File: config.mk
export PLATFORM = sky130hd
export DESIGN_NAME = sensor_frame_receiver
export DESIGN_NICKNAME = d
export VERILOG_FILES = /design/src/sfr_pkg.sv /design/src/sensor_frame_receiver.sv /design/src/sfr_ctrl.sv /design/src/sfr_datapath.sv
export SDC_FILE = /design/constraint.sdc
export NUM_CORES = 1
export LEC_CHECK = 0
export BUFFER_PORTS_ARGS = -buffer_cell sky130_fd_sc_hd__buf_4
export CORE_MARGIN = 10
export CORE_UTILIZATION = 62
export CTS_CLUSTER_DIAMETER = 40
export DETAILED_ROUTE_END_ITERATION = 10
export PLACE_DENSITY = 0.79
export SYNTH_ARGS = -nofsm -noshare
export SYNTH_HDL_FRONTEND = slang
export SYNTH_SLANG_ARGS = --single-unit
File: constraint.sdc
create_clock -name i_clk -period 4.1 [get_ports i_clk]
set_clock_uncertainty 0.2 [all_clocks]
set_input_delay 0.82 -clock i_clk [delete_from_list [all_inputs] [get_ports i_clk]]
set_output_delay 0.82 -clock i_clk [all_outputs]
set_load 0.02 [all_outputs]
File: src/sfr_pkg.sv
// ============================================================================
// Sensor frame receiver package
// Constants, state encoding and controller/datapath interface types shared
// by the modules of the particulate sensor frame receiver.
// ============================================================================
package sfr_pkg;

    // Frame geometry.
    localparam int NUM_WORDS    = 17;
    localparam int FRAME_LEN    = 2 * NUM_WORDS + 6;
    localparam int BYTE_CNT_W   = $clog2(FRAME_LEN);
    localparam int ADDR_W       = (NUM_WORDS > 1) ? $clog2(NUM_WORDS) : 1;

    // Field widths of one word.
    localparam int RX_W         = 8;
    localparam int WORD_W       = 16;
    localparam int INDEX_W      = 5;

    // Header bytes and expected length field.
    localparam logic [RX_W-1:0]       HDR_HI       = 8'h42;
    localparam logic [RX_W-1:0]       HDR_LO       = 8'h4D;
    localparam logic [WORD_W-1:0]     EXPECTED_LEN = WORD_W'(2 * NUM_WORDS + 2);
    localparam logic [WORD_W-1:0]     HDR_SUM      = WORD_W'(8'h42) + WORD_W'(8'h4D);

    // Frame byte positions of interest.
    localparam logic [BYTE_CNT_W-1:0] POS_FIRST    = BYTE_CNT_W'(2);
    localparam logic [BYTE_CNT_W-1:0] POS_LEN_LO   = BYTE_CNT_W'(3);
    localparam logic [BYTE_CNT_W-1:0] POS_WORD0_LO = BYTE_CNT_W'(5);
    localparam logic [BYTE_CNT_W-1:0] POS_SUM_HI   = BYTE_CNT_W'(FRAME_LEN - 2);
    localparam logic [BYTE_CNT_W-1:0] POS_LAST     = BYTE_CNT_W'(FRAME_LEN - 1);
    localparam logic [ADDR_W-1:0]     LAST_WORD    = ADDR_W'(NUM_WORDS - 1);

    // Controller states.
    typedef enum logic [2:0] {
        ST_HUNT,
        ST_BODY,
        ST_READ,
        ST_EMIT,
        ST_ERR
    } t_state;

    // Commands from the controller to the datapath.
    typedef struct packed {
        logic hunt_byte;
        logic body_byte;
        logic rd_word;
        logic emit_word;
        logic emit_err;
    } t_dp_cmd;

    // Status from the datapath to the controller.
    typedef struct packed {
        logic frame_start;
        logic last_byte;
        logic frame_ok;
        logic out_free;
        logic last_word;
    } t_dp_status;

endpackage

File: src/sensor_frame_receiver.sv
// ============================================================================
// Sensor frame receiver
// Parses 40-byte particulate sensor frames from a serial byte stream and
// delivers the 17 measurement words, or a single error word.
// ============================================================================
// Received bytes are taken while the block hunts for the 0x42 0x4D header
// or collects a frame body. On the final byte the sum of bytes 0 to 37 is
// checked against the trailing checksum, and the length field against 36.
// A good frame is then drained from the word store one word at a time (a
// registered store read, then a load of the output register), waiting on
// any output stall, while the byte input is stalled. A bad frame gives one
// error word with status 1 once the output register is free. No resync is
// made inside a frame: header bytes there count as data.
module sensor_frame_receiver (
    input  logic                         i_clk,
    input  logic                         i_rst_n,
    input  logic                         i_valid,
    output logic                         o_stall,
    input  logic [sfr_pkg::RX_W-1:0]     i_rx_byte,
    output logic                         o_valid,
    input  logic                         i_stall,
    output logic [sfr_pkg::INDEX_W-1:0]  o_word_index,
    output logic [sfr_pkg::WORD_W-1:0]   o_word_value,
    output logic                         o_frame_status,
    output logic                         o_last_of_frame
);

    sfr_pkg::t_dp_cmd    cmd;
    sfr_pkg::t_dp_status status;

    // Frame sequencing.
    sfr_ctrl u_ctrl (
        .i_clk    (i_clk),
        .i_rst_n  (i_rst_n),
        .i_valid  (i_valid),
        .i_status (status),
        .o_stall  (o_stall),
        .o_cmd    (cmd)
    );

    // Frame tracking, word store and output register.
    sfr_datapath u_datapath (
        .i_clk           (i_clk),
        .i_rst_n         (i_rst_n),
        .i_rx_byte       (i_rx_byte),
        .i_stall         (i_stall),
        .i_cmd           (cmd),
        .o_status        (status),
        .o_valid         (o_valid),
        .o_word_index    (o_word_index),
        .o_word_value    (o_word_value),
        .o_frame_status  (o_frame_status),
        .o_last_of_frame (o_last_of_frame)
    );

endmodule

File: src/sfr_ctrl.sv
// ============================================================================
// Sensor frame receiver controller
// Sequences the header hunt, the frame body collection and the drain of
// the stored measurement words or of the error word.
// ============================================================================
module sfr_ctrl (
    input  logic                i_clk,
    input  logic                i_rst_n,
    input  logic                i_valid,
    input  sfr_pkg::t_dp_status i_status,
    output logic                o_stall,
    output sfr_pkg::t_dp_cmd    o_cmd
);

    sfr_pkg::t_state r_state;
    sfr_pkg::t_state n_state;

    // State register.
    always_ff @(posedge i_clk) begin
        if (!i_rst_n) begin
            r_state <= sfr_pkg::ST_HUNT;
        end else begin
            r_state <= n_state;
        end
    end

    // Next state.
    always_comb begin
        n_state = r_state;
        unique case (r_state)
            sfr_pkg::ST_HUNT: begin
                if (i_valid && i_status.frame_start) begin
                    n_state = sfr_pkg::ST_BODY;
                end
            end
            sfr_pkg::ST_BODY: begin
                if (i_valid && i_status.last_byte) begin
                    n_state = i_status.frame_ok ? sfr_pkg::ST_READ : sfr_pkg::ST_ERR;
                end
            end
            sfr_pkg::ST_READ: begin
                n_state = sfr_pkg::ST_EMIT;
            end
            sfr_pkg::ST_EMIT: begin
                if (i_status.out_free) begin
                    n_state = i_status.last_word ? sfr_pkg::ST_HUNT : sfr_pkg::ST_READ;
                end
            end
            sfr_pkg::ST_ERR: begin
                if (i_status.out_free) begin
                    n_state = sfr_pkg::ST_HUNT;
                end
            end
            default: begin
                n_state = sfr_pkg::ST_HUNT;
            end
        endcase
    end

    // Outputs: bytes are taken only while hunting or collecting a frame.
    always_comb begin
        o_stall = 1'b1;
        o_cmd   = '0;
        unique case (r_state)
            sfr_pkg::ST_HUNT: begin
                o_stall         = 1'b0;
                o_cmd.hunt_byte = i_valid;
            end
            sfr_pkg::ST_BODY: begin
                o_stall         = 1'b0;
                o_cmd.body_byte = i_valid;
            end
            sfr_pkg::ST_READ: begin
                o_cmd.rd_word = 1'b1;
            end
            sfr_pkg::ST_EMIT: begin
                o_cmd.emit_word = i_status.out_free;
            end
            sfr_pkg::ST_ERR: begin
                o_cmd.emit_err = i_status.out_free;
            end
            default: begin
                o_stall = 1'b1;
            end
        endcase
    end

endmodule

File: src/sfr_datapath.sv
// ============================================================================
// Sensor frame receiver datapath
// Header detection, byte position and checksum tracking, the word store and
// the output register for result words.
// ============================================================================
module sfr_datapath (
    input  logic                                i_clk,
    input  logic                                i_rst_n,
    input  logic [sfr_pkg::RX_W-1:0]            i_rx_byte,
    input  logic                                i_stall,
    input  sfr_pkg::t_dp_cmd                    i_cmd,
    output sfr_pkg::t_dp_status                 o_status,
    output logic                                o_valid,
    output logic [sfr_pkg::INDEX_W-1:0]         o_word_index,
    output logic [sfr_pkg::WORD_W-1:0]          o_word_value,
    output logic                                o_frame_status,
    output logic                                o_last_of_frame
);

    logic                              r_header_seen;
    logic [sfr_pkg::BYTE_CNT_W-1:0]    r_byte_cnt;
    logic [sfr_pkg::WORD_W-1:0]        r_sum;
    logic [sfr_pkg::RX_W-1:0]          r_pending_high;
    logic [sfr_pkg::WORD_W-1:0]        r_length;
    logic [sfr_pkg::WORD_W-1:0]        r_mem [sfr_pkg::NUM_WORDS];
    logic [sfr_pkg::ADDR_W-1:0]        r_rd_idx;
    logic [sfr_pkg::WORD_W-1:0]        r_rd_data;
    logic                              r_valid;
    logic [sfr_pkg::INDEX_W-1:0]       r_index;
    logic [sfr_pkg::WORD_W-1:0]        r_value;
    logic                              r_status;
    logic                              r_last;

    logic [sfr_pkg::WORD_W-1:0]        pair;
    logic [sfr_pkg::BYTE_CNT_W-1:0]    word_off;
    logic                              wr_en;
    logic                              frame_start;

    // Big-endian pair assembled from the held high byte and this byte.
    assign pair        = {r_pending_high, i_rx_byte};
    assign frame_start = (i_rx_byte == sfr_pkg::HDR_LO) && r_header_seen;
    assign word_off    = r_byte_cnt - sfr_pkg::POS_WORD0_LO;

    // A measurement word completes on every odd position from the first word
    // up to, but not including, the checksum.
    assign wr_en = i_cmd.body_byte && r_byte_cnt[0]
                   && (r_byte_cnt != sfr_pkg::POS_LEN_LO)
                   && (r_byte_cnt != sfr_pkg::POS_LAST);

    // Status toward the controller.
    always_comb begin
        o_status.frame_start = frame_start;
        o_status.last_byte   = (r_byte_cnt == sfr_pkg::POS_LAST);
        o_status.frame_ok    = (pair == r_sum) && (r_length == sfr_pkg::EXPECTED_LEN);
        o_status.out_free    = !r_valid || !i_stall;
        o_status.last_word   = (r_rd_idx == sfr_pkg::LAST_WORD);
    end

    // Hunt flag, byte position and running sum.
    always_ff @(posedge i_clk) begin
        if (!i_rst_n) begin
            r_header_seen <= 1'b0;
            r_byte_cnt    <= sfr_pkg::POS_FIRST;
            r_sum         <= '0;
        end else if (i_cmd.hunt_byte) begin
            r_header_seen <= (i_rx_byte == sfr_pkg::HDR_HI);
            if (frame_start) begin
                r_byte_cnt <= sfr_pkg::POS_FIRST;
                r_sum      <= sfr_pkg::HDR_SUM;
            end
        end else if (i_cmd.body_byte) begin
            if (r_byte_cnt < sfr_pkg::POS_SUM_HI) begin
                r_sum <= r_sum + sfr_pkg::WORD_W'(i_rx_byte);
            end
            if (r_byte_cnt == sfr_pkg::POS_LAST) begin
                r_byte_cnt <= sfr_pkg::POS_FIRST;
            end else begin
                r_byte_cnt <= r_byte_cnt + sfr_pkg::BYTE_CNT_W'(1);
            end
        end
    end

    // Pending high byte and length field.
    always_ff @(posedge i_clk) begin
        if (!i_rst_n) begin
            r_pending_high <= '0;
            r_length       <= '0;
        end else if (i_cmd.body_byte) begin
            if (!r_byte_cnt[0]) begin
                r_pending_high <= i_rx_byte;
            end else if (r_byte_cnt == sfr_pkg::POS_LEN_LO) begin
                r_length <= pair;
            end
        end
    end

    // Word store: written while collecting, read once per word on drain.
    always_ff @(posedge i_clk) begin
        if (wr_en) begin
            r_mem[word_off[sfr_pkg::ADDR_W:1]] <= pair;
        end
        if (i_cmd.rd_word) begin
            r_rd_data <= r_mem[r_rd_idx];
        end
    end

    // Drain index, cleared at the start of every frame.
    always_ff @(posedge i_clk) begin
        if (!i_rst_n) begin
            r_rd_idx <= '0;
        end else if (i_cmd.hunt_byte && frame_start) begin
            r_rd_idx <= '0;
        end else if (i_cmd.emit_word && (r_rd_idx != sfr_pkg::LAST_WORD)) begin
            r_rd_idx <= r_rd_idx + sfr_pkg::ADDR_W'(1);
        end
    end

    // Output register valid flag.
    always_ff @(posedge i_clk) begin
        if (!i_rst_n) begin
            r_valid <= 1'b0;
        end else if (i_cmd.emit_word || i_cmd.emit_err) begin
            r_valid <= 1'b1;
        end else if (!i_stall) begin
            r_valid <= 1'b0;
        end
    end

    // Output register payload.
    always_ff @(posedge i_clk) begin
        if (i_cmd.emit_word) begin
            r_index  <= sfr_pkg::INDEX_W'(r_rd_idx);
            r_value  <= r_rd_data;
            r_status <= 1'b0;
            r_last   <= (r_rd_idx == sfr_pkg::LAST_WORD);
        end else if (i_cmd.emit_err) begin
            r_index  <= '0;
            r_value  <= '0;
            r_status <= 1'b1;
            r_last   <= 1'b1;
        end
    end

    assign o_valid         = r_valid;
    assign o_word_index    = r_index;
    assign o_word_value    = r_value;
    assign o_frame_status  = r_status;
    assign o_last_of_frame = r_last;

    // An error word is a single zero word that closes the frame.
    a_err_shape: assert property (@(posedge i_clk) disable iff (!i_rst_n)
        (r_valid && r_status) |-> (r_last && (r_value == '0) && (r_index == '0)))
        else $error("error word has wrong shape");

    // The byte position never leaves the frame body range.
    a_cnt_range: assert property (@(posedge i_clk) disable iff (!i_rst_n)
        (r_byte_cnt >= sfr_pkg::POS_FIRST) && (r_byte_cnt <= sfr_pkg::POS_LAST))
        else $error("byte position out of range");

    // A good word is marked last exactly when it is the final word.
    a_last_mark: assert property (@(posedge i_clk) disable iff (!i_rst_n)
        (r_valid && !r_status) |->
        (r_last == (r_index == sfr_pkg::INDEX_W'(sfr_pkg::NUM_WORDS - 1))))
        else $error("last marker does not match word index");

    // A new word is never loaded while the held word is stalled.
    a_no_overwrite: assert property (@(posedge i_clk) disable iff (!i_rst_n)
        (r_valid && i_stall) |-> !(i_cmd.emit_word || i_cmd.emit_err))
        else $error("output register overwritten while stalled");

endmodule
; ---- Word level (Yosys, flattened, before mapping)
; Memory sizes are Yosys's and may differ from the RTL's. A register that Yosys moved wholly into a read port is not among the register bits.
; Cells that the tools add are included.
[word_totals]
ram_bits = 272
memories = 1
in_bits = 12
output_inout_bits = 25
register_bits = 79
word_cells = 95
[op_classes]
bitwise_logic = 2
n_lt_le_gt_ge = 1
n_eq_ne = 20
mux = 31
add_sub_neg = 4
n_reduce_logical = 24
[memory_table]
columns = name, depth, word_bits, rd, rd_ports_with_merged_regs, wr, line
row1 = u_datapath.r_mem, 17, 16, 1, 1, 1, sfr_datapath.sv:25  ; logic [sfr_pkg::WORD_W-1:0] r_mem [sfr_pkg::NUM_WORDS];
[ops]
columns = operator, count
row1 = two-way mux 16 bit, 6
row2 = two-way mux 6 bit, 4
row3 = adder 16 x 8 -> 16 bit, 1
row4 = == test 16 bit, 1
row5 = == test 16 x 6 -> 1 bit (second input constant), 1
row6 = == test 8 x 7 -> 1 bit (second input constant), 2
row7 = two-way mux 3 bit, 5
row8 = case mux 3 bit (5 select lines), 1
row9 = two-way mux 1 bit, 12
row10 = two-way mux 5 bit, 2
row11 = inequality test 2 x 1 -> 1 bit (second input constant), 5
row12 = logical AND 1 bit, 9
row13 = adder 6 x 1 -> 6 bit (second input constant), 1
row14 = == test 3 x 2 -> 1 bit (second input constant), 2
row15 = == test 6 x 2 -> 1 bit (second input constant), 1
row16 = == test 6 bit (second input constant), 1
row17 = < comparator 6 bit (second input constant), 1
row18 = inequality test 6 x 2 -> 1 bit (second input constant), 1
row19 = inequality test 6 bit (second input constant), 1
row20 = AND reduction 3 bit, 2
row21 = nonzero test 2 bit, 3
row22 = subtractor 6 x 3 -> 6 bit (second input constant), 1
row23 = adder 5 x 1 -> 5 bit (second input constant), 1
row24 = == test 5 bit (second input constant), 1
row25 = other kinds (12), 17

; ---- Longest topological paths before layout
[logic_depth]
word_depth = 7
mapped_depth = 10
mapped_depth_nobuf = 7

; ---- Modules after synthesis
; Synthesis repeated with hierarchy kept, for this count alone.
[hier_totals]
cells_unflattened = 884
hier_area_um2 = 14875.5
[by_module_without_submodules]
columns = module, n_inst, area_each_um2, seq_area_each_um2, cells_per_inst
row1 = sfr_datapath, 1, 14621.5, 10390.0, 856
row2 = sfr_ctrl, 1, 254.0, 60.1, 28

; ---- Worst setup path after synthesis
; No wires, ideal clock.
[synth_path]
path_kind = input to register
from = input i_valid
to = memory u_datapath.r_mem[16][0] (netlist bit), enable pin
path_stages = 4
required_ns = 3.491
t_arrival_ns = 2.743
slack_ns = 0.748
cell_sequence = nor4bb_1 -> clkbuf_1 -> nand4_1 -> nor3_1
[synth_via]
elab_chain_len = 6
[synth_rtl]
columns = item, line
row1 = start: declaration, sensor_frame_receiver.sv:17  ; input logic i_valid,
row2 = two-way mux 1 bit, sfr_ctrl.sv:64  ; unique case (r_state)
row3 = logical AND 1 bit, sfr_datapath.sv:46  ; assign wr_en = i_cmd.body_byte && r_byte_cnt[0]
row4 = logical AND 1 bit, sfr_datapath.sv:47  ; && (r_byte_cnt != sfr_pkg::POS_LEN_LO)
row5 = logical AND 1 bit, sfr_datapath.sv:48  ; && (r_byte_cnt != sfr_pkg::POS_LAST);
row6 = two-way mux 1 bit, sfr_datapath.sv:99  ; if (wr_en) begin
row7 = two-way mux 1 bit (not written as such), sfr_datapath.sv:100  ; r_mem[word_off[sfr_pkg::ADDR_W:1]] <= pair;
row8 = end: declaration, sfr_datapath.sv:25
; No other way between the ends.

; ---- Worst setup path in the final report
[layout_path]
from = register u_datapath.r_byte_cnt[0] (netlist bit)
to = memory u_datapath.r_mem[16][14] (netlist bit), enable pin
[layout_via]
elab_chain_len = 5
elab_cells_between_ends = 8
cone_classes = 1 x add/sub / 2 x eq/ne / 2 x mux / 3 x reduce/logical
[layout_rtl]
columns = item, line
row1 = start: declaration, sfr_datapath.sv:21  ; logic [sfr_pkg::BYTE_CNT_W-1:0] r_byte_cnt;
row2 = start signal: assignment, sfr_datapath.sv:63  ; r_byte_cnt <= sfr_pkg::POS_FIRST;
row3 = start signal: assignment, sfr_datapath.sv:68  ; r_byte_cnt <= sfr_pkg::POS_FIRST;
row4 = start signal: assignment, sfr_datapath.sv:76  ; r_byte_cnt <= sfr_pkg::POS_FIRST;
row5 = inequality test 6 x 2 -> 1 bit / logical AND 1 bit (equally long branches), "sfr_datapath.sv:47, sfr_datapath.sv:46"
row6 = logical AND 1 bit, sfr_datapath.sv:47
row7 = logical AND 1 bit, sfr_datapath.sv:48
row8 = two-way mux 1 bit, sfr_datapath.sv:99
row9 = two-way mux 1 bit (not written as such), sfr_datapath.sv:100
; Several ways; a longest one is shown, not always the timed one.

==> metrics.cfg <==
[route]
drt-initial-drc-count=857
total_wire_length_after_detailed_routing_mm=33.0
drcViolationCount=0
antenna_violating_nets_left=0
post_drt_via_cell_ratio=6.26
first_pass_iteration_count_of_the_detailed_router=5
dr_total_vias=8302
post_drt_wl_per_cell_um=24.9

[pwr]
p_total_mw=8.21
total_leakage_power_nw=5.57
power.share.switching=0.217
power.combinational.fraction=0.047
power.net_switching_mw=1.78
power_density_nw_per_um2=483
worst_case_vdd_ir_drop_uv=390
power.internal_mw=6.42
pwr-share-clk=0.440
power.share.sequential=0.513

[timing]
timing_hold_violations_final=0
final_max_slew_viol_count=0
tightest_slew_ns=1.08
grt_setup_unrepaired=no
setup-violations-final=0
clock.fmax_mhz=315
finalSetupTns_ns=0
min_period_over_period=0.775
final_period_minus_worst_setup_slack_ns=3.18
final.hold.worst_slack_ns=0.268
postLayoutSetupSlackWorst_ns=0.924
max_transition_margin=0.279

[critical_path]
cp_slowest_stage_delay_ns=0.65
worst_path_max_delay_cell=sky130_fd_sc_hd__dfxtp_1
setup.worst_path.end_class=flip-flop
worstPathBufferInverterCount=2
critPathArrivalTime_ns=3.19
timing.critical_path.depth=7
cpLargestDelayFamily=simple AND/OR/NAND/NOR gates
regToRegEndpoint=u_datapath.r_mem[16][14]
reg2reg_slack_ns=0.92
critical_path.endpoint=u_datapath.r_mem[16][14]
crit_fanout=16
timing.rr.start=u_datapath.r_byte_cnt[0]
count_of_cells_along_the_worst_register_to_register_path=7
timing.critical_path.required_ns=4.12
cp_launch_point=u_datapath.r_byte_cnt[0]
critPathLaunchType=flip-flop
critical_path_class=reg -> reg
cp_cell_sequence=inv_1, ha_1, nand2b_1, o22ai_1, nand4_1, nor3_2, buf_4

[run]
drv_cap=0

[synth]
synthesis.instances=907
netlist_area_um2=14800
ys_seq_elements=367
post_synth.cell_area_avg_um2=16.4
synthesis.yosys.warnings=0
ys_seq_area_frac=0.704
synth_cell_type_count=61
postSynth.topFlopCell=sky130_fd_sc_hd__edfxtp_1
nets_in_the_synthesized_netlist=932
synth_enable_flop_cells=310
ys_async_sr_fraction=0

[clock_tree]
clock_insertion_delay_worst_skew_ns=0.53
postCtsSetupRepairBufs=0
path_clk_slew_ns=0.06
cts.repair.resized=0
cts_buffer_depth=3
ctsRootBufferMaster=sky130_fd_sc_hd__clkbuf_16
tritoncts=yes
ctsHtreeMaxLevel=2
cts_num_sinks=367
postCtsHoldBufs=0
cts-buffers-inserted=41

[finish]
finish.utilization=0.722
final_nets=998
post_route_cells_drive_above_1_share=0.248
area_growth_pct=14.5

[placement]
hpwlAfterDp_mm=18.9
place_worst_setup_slack_ns=0.814
port_bufs=36
place.gp.congestion=0.868

[min_path]
worstHoldPathType=reg -> reg
timing.hold.worst_path_depth=2

[global_routing]
grt_usage=0.217
largest_net_degree_at_the_start_of_global_routing=44
via_count_of_the_first_global_routing_pass=8404
globalRouteOverflowTotal=0
wire_length_of_the_first_global_routing_pass_mm=50.4
grt_antenna_before_repair=1

[die]
die_ar_um2=30500
initial_utilization=0.631
fp.dieH_um=175
core_um2=23500
die_w_um=175
boundaryPins=37
rows=56

[outcome]
outcome=finished, final reports clean

==> power by group through the flow <==
stage          sequential, mW  clock (mW)  combinational [mW]
6_report                 4.21        3.61               0.386
3_5_place_dp             4.28           0               0.383
5_1_grt                  4.21        3.82               0.423
4_1_cts                  4.20        3.66               0.386
2_1_floorplan            4.26           0               0.237
3_3_place_gp             4.28           0               0.375
==> kinds of logic after synthesis <==
kind of cell	synth area share
buffers and inverters	0.0196
adders and majority gates	0.0115
xor gates and xnor gates	0.0130
DFF	0.704
and+or+nand+nor	0.0673
muxes	0.123
AOI/OAI and AO/OA	0.0621
==> state kept, by name, indices dropped and copies added, names as in the netlist <==
| signal | count |
|---|---|
| u_datapath.r_length | 16 |
| u_datapath.r_pending_high | 8 |
| u_datapath.r_byte_cnt | 6 |
| u_ctrl.r_state | 3 |
| u_datapath.o_valid | 1 |
| u_datapath.o_word_index | 5 |
| u_datapath.r_sum | 16 |
| u_datapath.r_mem | 272 |
| u_datapath.o_frame_status | 1 |
| u_datapath.r_rd_data | 16 |
| u_datapath.o_last_of_frame | 1 |
| u_datapath.r_rd_idx | 5 |
| u_datapath.o_word_value | 16 |
| u_datapath.r_header_seen | 1 |
==> how the worst min path moves through the flow <==
stage	startpoint	endpoint	slack, ns
after CTS	u_datapath.r_length[12]	u_datapath.r_length[12]	0.26
after global placement	u_datapath.r_length[5]	u_datapath.r_length[5]	0.25
final	u_datapath.r_length[12]	u_datapath.r_length[12]	0.27
after global routing	u_datapath.r_length[12]	u_datapath.r_length[12]	0.29
after detailed placement	u_datapath.r_length[12]	u_datapath.r_length[12]	0.26
after floorplan	u_datapath.r_length[2]	u_datapath.r_length[2]	0.24
==> synth_stat cells (6+ instances only) <==
cell                       instances  area share
sky130_fd_sc_hd__o22ai_1          17      0.0072
sky130_fd_sc_hd__nor4_1            7      0.0029
sky130_fd_sc_hd__nor2_1           40       0.010
sky130_fd_sc_hd__ha_1             12       0.010
sky130_fd_sc_hd__buf_1             6      0.0015
sky130_fd_sc_hd__or3_1             8      0.0034
sky130_fd_sc_hd__edfxtp_1        310        0.63
sky130_fd_sc_hd__nand3_1           7      0.0024
sky130_fd_sc_hd__xor2_1            8      0.0047
sky130_fd_sc_hd__nor3_1            7      0.0024
sky130_fd_sc_hd__and2_1           22      0.0093
sky130_fd_sc_hd__dfxtp_1          57       0.077
sky130_fd_sc_hd__nand2_1          62       0.016
sky130_fd_sc_hd__mux4_2           64       0.097
sky130_fd_sc_hd__nand4_1           8      0.0034
sky130_fd_sc_hd__xnor2_1          14      0.0083
sky130_fd_sc_hd__inv_1            28      0.0071
sky130_fd_sc_hd__a21oi_1          38       0.013
sky130_fd_sc_hd__a21boi_0         26       0.013
sky130_fd_sc_hd__mux2_2           32       0.024
sky130_fd_sc_hd__clkbuf_1         35      0.0088
sky130_fd_sc_hd__o21ai_0          24      0.0081
==> stage by stage <==
stage	area, um2	instances
global placement	15600	1249
finish	17000	1326
CTS	17000	1325
detailed placement	15600	1249
global route	17000	1325
floorplan	14800	907
==> placed cells by master, fill, tap and decap left out, types with 5 or more instances in the layout <==
cell type,synthesis,routed
sky130_fd_sc_hd__a21boi_0,26,26
sky130_fd_sc_hd__a21oi_1,38,37
sky130_fd_sc_hd__and2_1,22,22
sky130_fd_sc_hd__buf_4,0,67
sky130_fd_sc_hd__clkbuf_1,35,6
sky130_fd_sc_hd__clkbuf_16,0,44
sky130_fd_sc_hd__clkinv_1,0,7
sky130_fd_sc_hd__dfxtp_1,57,54
sky130_fd_sc_hd__edfxtp_1,310,310
sky130_fd_sc_hd__ha_1,12,12
sky130_fd_sc_hd__inv_1,28,28
sky130_fd_sc_hd__mux2_2,32,32
sky130_fd_sc_hd__mux4_2,64,64
sky130_fd_sc_hd__nand2_1,62,62
sky130_fd_sc_hd__nand3_1,7,7
sky130_fd_sc_hd__nand3b_1,5,5
sky130_fd_sc_hd__nand4_1,8,8
sky130_fd_sc_hd__nor2_1,40,40
sky130_fd_sc_hd__nor3_1,7,5
sky130_fd_sc_hd__nor4_1,7,7
sky130_fd_sc_hd__o21a_1,5,5
sky130_fd_sc_hd__o21ai_0,24,24
sky130_fd_sc_hd__o22ai_1,17,17
sky130_fd_sc_hd__or3_1,8,8
sky130_fd_sc_hd__xnor2_1,14,14
sky130_fd_sc_hd__xor2_1,8,8
==> worst reg2reg max path: cells and delay by family, from the launching register on <==
kind            cells  cell delay, ns
flops               1            0.65
compound gates      1            0.21
fa+ha+maj           1            0.27
simple gates        3            1.03
buf+inv             2            0.51
==> per-layer routing <==
metal | global-route usage | share of wire | vias up
met5 | 0 | 0 | -
li1 | - | - | 3688
met2 | 0.358 | 0.50 | 373
met3 | 0.0388 | 0.082 | 86
met4 | 0.0933 | 0.037 | 0
met1 | 0.278 | 0.39 | 4155
==> area by class of cell <==
cell class,instances,area [um2]
inverter,28,105
clock inverter,26,240
tap,319,399
antenna,1,2.50
timing repair buffer,69,543
multi-input combinational,466,4130
clock buffer,50,1120
fill,1452,6550
sequential,367,10500
(Power assumes the default switching activity.)
